### config.mk
export PLATFORM = sky130hd
export DESIGN_NAME = rdir_recip
export DESIGN_NICKNAME = d
export VERILOG_FILES = /design/src/hw/rtl/rdir_pkg.sv /design/src/hw/rtl/rdir_recip.sv
export SDC_FILE = /design/constraint.sdc
export NUM_CORES = 1
export LEC_CHECK = 0
export ABC_AREA = 1
export BUFFER_PORTS_ARGS = -buffer_cell sky130_fd_sc_hd__buf_4
export CORE_UTILIZATION = 66
export CTS_BUF_LIST = sky130_fd_sc_hd__clkbuf_16
export CTS_CLUSTER_DIAMETER = 100
export DETAILED_ROUTE_END_ITERATION = 12
export PLACE_DENSITY = 0.79
export SETUP_SLACK_MARGIN = 0.5
export SLEW_MARGIN = 20
export SYNTH_ARGS = -nofsm -noshare
export SYNTH_HDL_FRONTEND = slang
export SYNTH_SLANG_ARGS = --single-unit
### constraint.sdc
create_clock -name clock -period 12.25 [get_ports clock]
set_input_delay 2.45 -clock clock [delete_from_list [all_inputs] [get_ports clock]]
set_output_delay 2.45 -clock clock [all_outputs]
set_load 0.1 [all_outputs]
### src/hw/rtl/rdir_pkg.sv
`timescale 1ns / 1ps

package rdir_pkg;

   // one input item
   typedef struct packed {
      logic signed [15:0] dir_x;
      logic signed [15:0] dir_y;
      logic signed [15:0] dir_z;
      logic signed [15:0] normal_x;
      logic signed [15:0] normal_y;
      logic signed [15:0] normal_z;
      logic        [15:0] index_ratio;
   } req_type;

   // one result item
   typedef struct packed {
      logic signed [15:0] out_x;
      logic signed [15:0] out_y;
      logic signed [15:0] out_z;
      logic               total_reflect;
   } rsp_type;

   // total register stages from input to result
   localparam int PIPE_DEPTH = 16;

   // reciprocal 2^28 / ratio, four quotient bits per stage
   localparam int RECIP_STAGES = 4;
   localparam int RECIP_STEPS  = 4;
   localparam int RECIP_REM_W  = 29;
   localparam logic [RECIP_REM_W-1:0] RECIP_DIVIDEND = 29'h1000_0000;
   localparam logic [15:0] RATE_MAX    = 16'hFFFF;
   localparam logic [15:0] RECIP_LIMIT = 16'd4096;

   // integer square root, five root bits per stage
   localparam int ISQRT_STAGES = 4;
   localparam int ISQRT_STEPS  = 5;
   localparam int RAD_W        = 40;
   localparam int ROOT_W       = 20;
   localparam int SQ_REM_W     = 24;

   // values riding alongside the square root
   typedef struct packed {
      logic [2:0][15:0] dir;
      logic [2:0][16:0] nrm;
      logic [15:0]      rate;
      logic [19:0]      rc14;
      logic             mirror;
      logic [2:0][15:0] mo;
   } tail_type;

endpackage

### src/hw/rtl/rdir_recip.sv
`timescale 1ns / 1ps

module rdir_recip
   import rdir_pkg::*;
(
   input  logic        clock,
   input  logic [15:0] divisor,
   output logic [15:0] recip
);

   logic [RECIP_REM_W-1:0] rem_ff  [RECIP_STAGES];
   logic [RECIP_REM_W-1:0] rem_in  [RECIP_STAGES];
   logic [15:0]            quo_ff  [RECIP_STAGES];
   logic [15:0]            quo_in  [RECIP_STAGES];
   logic [15:0]            div_ff  [RECIP_STAGES];
   logic [RECIP_REM_W-1:0] src_rem [RECIP_STAGES];
   logic [15:0]            src_quo [RECIP_STAGES];
   logic [15:0]            src_div [RECIP_STAGES];

   // stage sources: the port for the first stage, the previous stage otherwise
   always_comb begin
      src_rem[0] = RECIP_DIVIDEND;
      src_quo[0] = '0;
      src_div[0] = divisor;
      for (int s = 1; s < RECIP_STAGES; s++) begin
         src_rem[s] = rem_ff[s-1];
         src_quo[s] = quo_ff[s-1];
         src_div[s] = div_ff[s-1];
      end
   end

   // restoring division, quotient bits from the top down
   always_comb begin
      logic [RECIP_REM_W-1:0] rem;
      logic [15:0]            quo;
      logic [31:0]            trial;
      for (int s = 0; s < RECIP_STAGES; s++) begin
         rem = src_rem[s];
         quo = src_quo[s];
         for (int j = 0; j < RECIP_STEPS; j++) begin
            trial = {16'd0, src_div[s]} << (15 - s * RECIP_STEPS - j);
            if (32'(rem) >= trial) begin
               rem = rem - trial[RECIP_REM_W-1:0];
               quo = {quo[14:0], 1'b1};
            end else begin
               quo = {quo[14:0], 1'b0};
            end
         end
         rem_in[s] = rem;
         quo_in[s] = quo;
      end
   end

   always_ff @(posedge clock) begin
      for (int s = 0; s < RECIP_STAGES; s++) begin
         rem_ff[s] <= rem_in[s];
         quo_ff[s] <= quo_in[s];
         div_ff[s] <= src_div[s];
      end
   end

   // small or zero ratios give a quotient past the format, so saturate
   assign recip = (div_ff[RECIP_STAGES-1] <= RECIP_LIMIT) ? RATE_MAX
                                                          : quo_ff[RECIP_STAGES-1];

endmodule

Word-level counts from Yosys, hierarchy flattened
Memory sizes are Yosys's and may differ from the RTL's.
Index checks and enable logic that the tools add are counted.
Word-level totals
  logic and storage cells: 69
  register bits after elaboration: 0
  input port bits: 17
  memories: 3
  output and inout port bits: 16
  bits in writable memories: 244
Memory list
  rem_ff: words 4, bits a word 29, read ports 3, clocked after Yosys merged registers in 0, wr ports 4, line rdir_recip.sv:11  | logic [RECIP_REM_W-1:0] rem_ff [RECIP_STAGES];
  div_ff: words 4, bits a word 16, read ports 4, clocked after Yosys merged registers in 0, wr ports 4, line rdir_recip.sv:15  | logic [15:0] div_ff [RECIP_STAGES];
  quo_ff: words 4, bits a word 16, read ports 4, clocked after Yosys merged registers in 0, wr ports 4, line rdir_recip.sv:13  | logic [15:0] quo_ff [RECIP_STAGES];
Cells by class
  add/subtract/negate cells: 16
  multiplexer cells: 33
  $lt $le $gt $ge: 17
Operators with widths (number)
  29-bit 2-to-1 mux: 16
  29-bit subtractor: 2
  29-bit by 31-bit greater-or-equal comparator with 1-bit output (first input constant): 1
  29-bit by 30-bit greater-or-equal comparator with 1-bit output: 1
  29-bit by 16-bit greater-or-equal comparator with 1-bit output: 1
  29-bit by 17-bit greater-or-equal comparator with 1-bit output: 1
  29-bit by 18-bit greater-or-equal comparator with 1-bit output: 1
  29-bit by 19-bit greater-or-equal comparator with 1-bit output: 1
  29-bit by 20-bit greater-or-equal comparator with 1-bit output: 1
  29-bit by 21-bit greater-or-equal comparator with 1-bit output: 1
  29-bit by 22-bit greater-or-equal comparator with 1-bit output: 1
  29-bit by 23-bit greater-or-equal comparator with 1-bit output: 1
  29-bit by 24-bit greater-or-equal comparator with 1-bit output: 1
  29-bit by 25-bit greater-or-equal comparator with 1-bit output: 1
  29-bit by 26-bit greater-or-equal comparator with 1-bit output: 1
  29-bit by 27-bit greater-or-equal comparator with 1-bit output: 1
  29-bit by 28-bit greater-or-equal comparator with 1-bit output: 1
  29-bit greater-or-equal comparator: 1
  29-bit by 16-bit subtractor with 29-bit output: 1
  29-bit by 17-bit subtractor with 29-bit output: 1
  29-bit by 18-bit subtractor with 29-bit output: 1
  29-bit by 19-bit subtractor with 29-bit output: 1
  29-bit by 20-bit subtractor with 29-bit output: 1
  29-bit by 21-bit subtractor with 29-bit output: 1
  other kinds (11): 26

Logic depth before layout (Yosys ltp)
Gate-level depths: netlist (run 1).
An unclocked memory read counts as a cell.
  depth in word-level cells: 9
  gate-level depth with buffers: 70

Worst setup path before layout (run 1)
OpenSTA, ideal clock, no wires.
  kind: input-to-reg
  start point: input port divisor[0]
  end point: memory rem_ff[0][24]
  required time: 12123 ps
  setup slack: 1505 ps
  buffers on the path: 5
  data arrival time: 10618 ps
  library setup time: 127 ps
  stages on the path: 60
  path through: buf_2 > inv_1 > ha_1 > nand2_1 > nor2_1 > inv_1 > nor2_1 > nand4_1 > inv_1 > o21ai_0 > inv_1 > o21ai_0 > a21oi_1 > ha_1 > a21oi_1 > o21ai_0 > a21oi_1 > o21a_1 > [... 24 more ...] > inv_1 > clkbuf_1 > nand2_1 > nand2_1 > ha_1 > a21oi_1 > inv_1 > a31oi_1 > o21ai_0 > a21oi_1 > o21bai_1 > nand3_1 > o2111ai_1 > a21oi_1 > nand2_2 > clkbuf_1 > nand2_1 > o21ai_0
RTL lines
  start: declaration: line rdir_recip.sv:7  | input logic [15:0] divisor,
  end: declaration: line rdir_recip.sv:11

==> results of run 1 <==
## sequential cells by signal (all words and copies together), names as in the netlist
signal,cells
quo_ff,40
rem_ff,63
div_ff,64
## critical path, delay by kind of cell
kind	cells	cell delay [ns]
xor+xnor	1	0.16
compound gates	27	4.20
fa+ha+maj	4	1.18
simple gates	17	1.75
buf+inv	13	1.61
## cells by family after synthesis
family,count (synthesis),share of synthesized area (%)
compound gates,616,17.28
simple gates,1433,31.35
mux,1,0.05689
flops,167,16.89
xor+xnor,214,9.470
buf+inv,506,10.17
fa+ha+maj,232,14.78
## cell usage in the layout (no fill, tap or decap), types with 53 or more instances in the layout
| cell | instances |
|---|---|
| nand3_1 | 171 |
| xor2_1 | 121 |
| nor2_1 | 253 |
| dfxtp_1 | 167 |
| a21oi_1 | 260 |
| nand2_1 | 800 |
| xnor2_1 | 93 |
| nand4_1 | 63 |
| ha_1 | 229 |
| o21ai_0 | 222 |
| inv_1 | 437 |
| buf_4 | 53 |
## layer usage
layer	vias up	global-route usage, %	part of all wire [%]
met5	-	0	0
li1	10480	-	-
met3	159	4.591	6.4
met4	0	14.49	3.6
met1	9561	45.86	44
met2	759	62.20	46
## worst max path at each step
stage,end,cells after the start,slack [ns]
finish,rem_ff[0][25],62,1.24
CTS,rem_ff[1][25],57,0.59
detailed placement,rem_ff[0][13],58,0.08
floorplan,rem_ff[0][24],60,1.51
global placement,rem_ff[0][14],57,0.57
global route,rem_ff[0][25],62,0.51
## through the flow
| stage | cells | setup WS (ns) | utilization (%) | instance area [um^2] |
|---|---|---|---|---|
| floorplan | 3169 | 1.505 | - | 19790 |
| global placement | 3545 | 0.5692 | 68.56 | 20270 |
| detailed placement | 3545 | 0.07605 | 68.56 | 20270 |
| CTS | 3578 | 0.5921 | 70.57 | 20860 |
| global route | 3595 | 0.5097 | 71.18 | 21040 |
| finish | 3595 | 1.236 | 71.18 | 21040 |
## what timing repair did
item / in CTS / in global routing
gates cloned: 1 / 2
resized for setup: 3 / 22
buffers inserted: 0 / 14
setup endpoints to repair: 38 / 40
## cell type report
class / count / area, um^2 / share of cell area [%]
Antenna cell: 1 / 2.502 / 0.01189
Clock buffer: 17 / 425.4 / 2.022
Clock inverter: 15 / 151.4 / 0.7196
Inverter: 453 / 1729 / 8.218
Multi-Input combinational cell: 2496 / 14490 / 68.86
Sequential cell: 167 / 3343 / 15.89
Tap cell: 390 / 488.0 / 2.319
Timing Repair Buffer: 53 / 397.9 / 1.891
Timing Repair inverter: 3 / 15.01 / 0.07136
==> key figures, run 1 <==
Status
  – Status: finished, final reports clean

Critical path
  – Slowest stage cell, crit path: ha_1
  – Worst Reg-to-Reg Cells: 59
  – Critical path type: in -> reg
  – Capturing point of the worst reg2reg path: rem_ff[1][9]
  – RR Startpoint: div_ff[0][0]
  – Most used cell, CP: a21oi_1
  – R2r setup slk: 1.63 ns
  – Startpoint types: input pin
  – CP arrival: 11.33 ns
  – Crit. Startpoint: divisor[0]
  – Critical path fanouts, max: 12
  – Req. time, crit path: 12.57 ns
  – Critical Path Max Stage Delay: 0.35 ns
  – CP endpoint kind: register

Hold path
  – Hold Path Sink: quo_ff[3][15]
  – Hold path startpoint: quo_ff[2][11]
  – Hold Crit Class: reg -> reg
  – Worst hold stages: 0

Synthesis
  – #FFs+latches synth: 167
  – Mapped Nets: 3418
  – Commonest cells post-synth: nand2_1, inv_1, a21oi_1, nor2_1, ha_1
  – Synth area leader: dfxtp_1
  – Area share of the largest cell type after synthesis: 16.89%
  – Yosys cell types: 58
  – Synth Instances: 3169
  – Ys flop type: dfxtp_1
  – EDFF count, synth: 0
  – Top-count cell post-synth: nand2_1
  – Post-synthesis sequential area ratio: 16.89%
  – Async SR Flop Fraction: 0%
  – Mapped Area: 19790 um^2
  – Warnings from Yosys: 0
  – Synth top area cells: dfxtp_1, nand2_1, ha_1
  – Syn Area/Cell: 6.246 um^2

Layout
  – Fill count: 2628
  – Area Overhead vs Synth: 6.303%
  – Layout cells sized above 1: 6.554%
  – Layout net count: 3440

Clock network
  – CTS Buffer Depth: 2
  – CTS tree: yes
  – Clock insertion delay at the later pin of the skew report: 0.44 ns
  – Num CTS Buffers: 17
  – Cts hold-fix bufs: 0
  – Clk root buf: clkbuf_16
  – Sink Count: 167
  – Worst-path clk slew: 0.07 ns
  – Number of H-tree levels: 4

Placed design
  – I/O Buffers: 32
  – Dpl hpwl: 45620 um
  – Placer Congestion: 1.024

Timing
  – Worst Max-Slew Pin Slew: 1.071 ns
  – Relative slew margins: 28.59%
  – Final hold vios: 0
  – Unrepaired setup endpoints after global routing: false
  – Final Setup Violations: 0
  – Min cycle time layout: 11.01 ns
  – Sum Neg Setup Slack: 0 ns
  – Clock skew: 0.01382 ns
  – Final worst-path cycle share: 89.91%
  – F_max: 0.09079 GHz
  – Hold slack: 0.3269 ns
  – Max Slew Vio Count: 0

Floorplan
  – Core ar.: 29560 um^2
  – Cell row count: 63
  – Die width: 175.2 um
  – Die area: 30690 um^2
  – I/O pin count: 33
  – Die height: 175.2 um
  – Starting Density: 66.96%

Global route
  – First-pass GRT wire length: 91090 um
  – Total gr overflow: 0
  – Initial antenna violation count: 1
  – Pin count of the biggest net entering global routing: 41
  – Total track usage: 36.29%
  – Vias in the first global route: 19130

Route
  – Initial DRC count: 1856
  – ANT nets after route: 0
  – Routed len/inst: 15.77 um
  – DRC viols: 0
  – DR vias: 20960
  – Via density: 5.829
  – Post-Route WL: 56690 um
  – First-pass DRT Iterations: 7

Job
  – Max-cap violations: 0
Power of run 1 is left out: the tool's default activity adds up to more than one toggle a clock period on the data nets, which glitch-free logic cannot reach.
==> run 2: changes to the inputs <==
Settings changed: ABC_AREA 1 to unset.
==> run 2 against run 1 <==
Setup slack lost 0.044 ns. Clock skew rose by 0.0017 ns. Largest cell class unchanged. Synthesized cell count down 21%. Via count decreased by 11%. Synthesized area shrank 3.8%. Cell count fell by 18%. Sequential share of layout area increased by 0.33 points.
==> key figures, run 2 <==
Timing
  – Final worst-path cycle share: 90.27%
  – Relative slew margins: 25.95%
  – Hold slack: 0.3208 ns
  – Unrepaired setup endpoints after global routing: true
  – Max Slew Vio Count: 0
  – Final Setup Violations: 0
  – Sum Neg Setup Slack: 0 ns
  – Worst Max-Slew Pin Slew: 1.111 ns
  – Fin worst setup slack: 1.192 ns
  – F_max: 0.09043 GHz
  – Final hold vios: 0
  – Min cycle time layout: 11.06 ns
  – Clock skew: 0.01550 ns

Layout
  – Layout cells sized above 1: 9.867%
  – Top Registers: div_ff x64, rem_ff x63, quo_ff x40
  – Layout net count: 2790
  – Commonest non-fill, non-tap cell in the layout: ha_1
  – Fill count: 2316
  – Max reg flops: 64
  – Final Core Density: 73.38%
  – # diodes: 0
  – Area Overhead vs Synth: 8.247%
  – Most frequent cells in the layout: ha_1, nor2_1, a21oi_1
  – Most flop-heavy register: div_ff

Clock network
  – Sink Count: 167
  – Cts hold-fix bufs: 0
  – Clock insertion delay at the later pin of the skew report: 0.43 ns
  – CTS tree: yes
  – Clk root buf: clkbuf_16
  – CTS Buffer Depth: 2
  – Num CTS Buffers: 17
  – Number of H-tree levels: 4
  – Worst-path clk slew: 0.07 ns

Synthesis
  – Mapped Area: 19040 um^2
  – Ys flop type: dfxtp_1
  – Synth area leader: dfxtp_1
  – Syn Area/Cell: 7.598 um^2
  – EDFF count, synth: 0
  – #FFs+latches synth: 167
  – Commonest cells post-synth: ha_1, nor2_1, a21oi_1, nand2_1, o21ai_0
  – Top-count cell post-synth: ha_1
  – Area share of the largest cell type after synthesis: 17.56%
  – Async SR Flop Fraction: 0%
  – Post-synthesis sequential area ratio: 17.56%
  – Mapped Nets: 2755
  – Synth Instances: 2506
  – Synth top area cells: dfxtp_1, ha_1, xnor2_1
  – Yosys cell types: 102
  – Warnings from Yosys: 0

Floorplan
  – Die height: 171.9 um
  – Core ar.: 28090 um^2
  – I/O pin count: 33
  – Cell row count: 61
  – Die area: 29530 um^2
  – Starting Density: 67.79%
  – Die width: 171.9 um

Critical path
  – Slowest stage cell, crit path: mux2_2
  – CP arrival: 11.37 ns
  – Critical path type: in -> reg
  – CP endpoint kind: register
  – Most used cell, CP: o21ai_1
  – Critical Path Max Stage Delay: 0.40 ns
  – Startpoint types: input pin
  – Req. time, crit path: 12.56 ns
  – Critical path fanouts, max: 23

Hold path
  – Hold Crit Class: reg -> reg

Route
  – First-pass DRT Iterations: 8
  – Routed len/inst: 18.39 um
  – DR vias: 18710
  – Initial DRC count: 1633
  – Via density: 6.381
  – ANT nets after route: 0
  – DRC viols: 0
  – Post-Route WL: 53920 um

Global route
  – Total gr overflow: 0
  – Vias in the first global route: 17310
  – Pin count of the biggest net entering global routing: 29
  – First-pass GRT wire length: 84520 um
  – Initial antenna violation count: 0
  – Total track usage: 35.78%

Placed design
  – Pre-CTS setup slack: -0.1036 ns
  – Placer Congestion: 0.9954
  – I/O Buffers: 32
  – Dpl hpwl: 43200 um

Status
  – Status: finished, final reports clean

Job
  – Max-cap violations: 0
==> run 2: cell types whose count changed in the layout (fill, tap and decap cells not counted), moves of 36 or more <==
cell	change
nor2_1	-37
nand3_1	-135
a21o_1	+74
xnor2_1	+36
nand2b_1	+53
xor2_1	-57
inv_1	-281
nand2_1	-600
o21ai_0	-57
mux2_2	+45
a21oi_1	-52
==> run 2: final timing paths <==
kind | slack (ns) | cells after the start | startpoint | end
setup / recovery | 1.19 | 45 | divisor[5] | rem_ff[0][18]
hold / removal | 0.32 | 0 | quo_ff[1][7] | quo_ff[2][11]
setup reg to reg | 1.20 | 46 | div_ff[1][6] | rem_ff[2][7]
hold reg to reg | 0.32 | 0 | quo_ff[1][7] | quo_ff[2][11]
==> run 2: metal layers <==
metal | vias to the layer above | track usage (%) | part of all wire, %
met5 | - | 0 | 0
met4 | 0 | 12.31 | 2.9
met3 | 117 | 3.662 | 5.8
met2 | 629 | 63.90 | 48
met1 | 8751 | 44.58 | 43
li1 | 9212 | - | -
==> run 2: cell families (layout without fill, tap and decap cells) <==
family	Yosys count	count (layout)	share of synthesized area [%]
XOR/XNOR	193	193	8.878
AND/OR/NAND/NOR	820	820	21.82
multiplexers	75	75	4.370
buffers and inverters	218	266	4.442
adder cells (fa/ha/maj)	232	232	15.36
flip-flops	167	167	17.56
AO/OA/AOI/OAI	801	801	27.57
==> run 2: per-stage QoR <==
stage | cell area (um^2) | cells
global placement | 19800 | 2895
floorplan | 19070 | 2506
CTS | 20400 | 2928
detailed placement | 19800 | 2895
global route | 20610 | 2932
finish | 20610 | 2932
==> run 2: repair_timing <==
item / in CTS / in global routing
buffers inserted: 1 / 4
pin swaps: 1 / 7
gates resized for setup: 3 / 50
setup endpoints to repair: 16 / 67
cloned: 0 / 0
==> run 2: worst max-delay path: cells and delay by family <==
kind | cells | cell delay [ns]
AND/OR/NAND/NOR | 4 | 0.75
buffers and inverters | 5 | 0.92
adder cells (fa/ha/maj) | 3 | 0.81
multiplexers | 2 | 0.69
AO/OA/AOI/OAI | 31 | 5.72
==> run 2: cell type report <==
cell class,count,area (um^2),share of cell area (%)
Clock buffer,17,425.4,2.064
Clock inverter,15,167.7,0.8135
Inverter,162,615.6,2.987
Multi-Input combinational cell,2121,15010,72.82
Sequential cell,167,3343,16.22
Tap cell,378,473.0,2.295
Timing Repair Buffer,72,576.8,2.799
Power of run 2 is left out for the same reason.
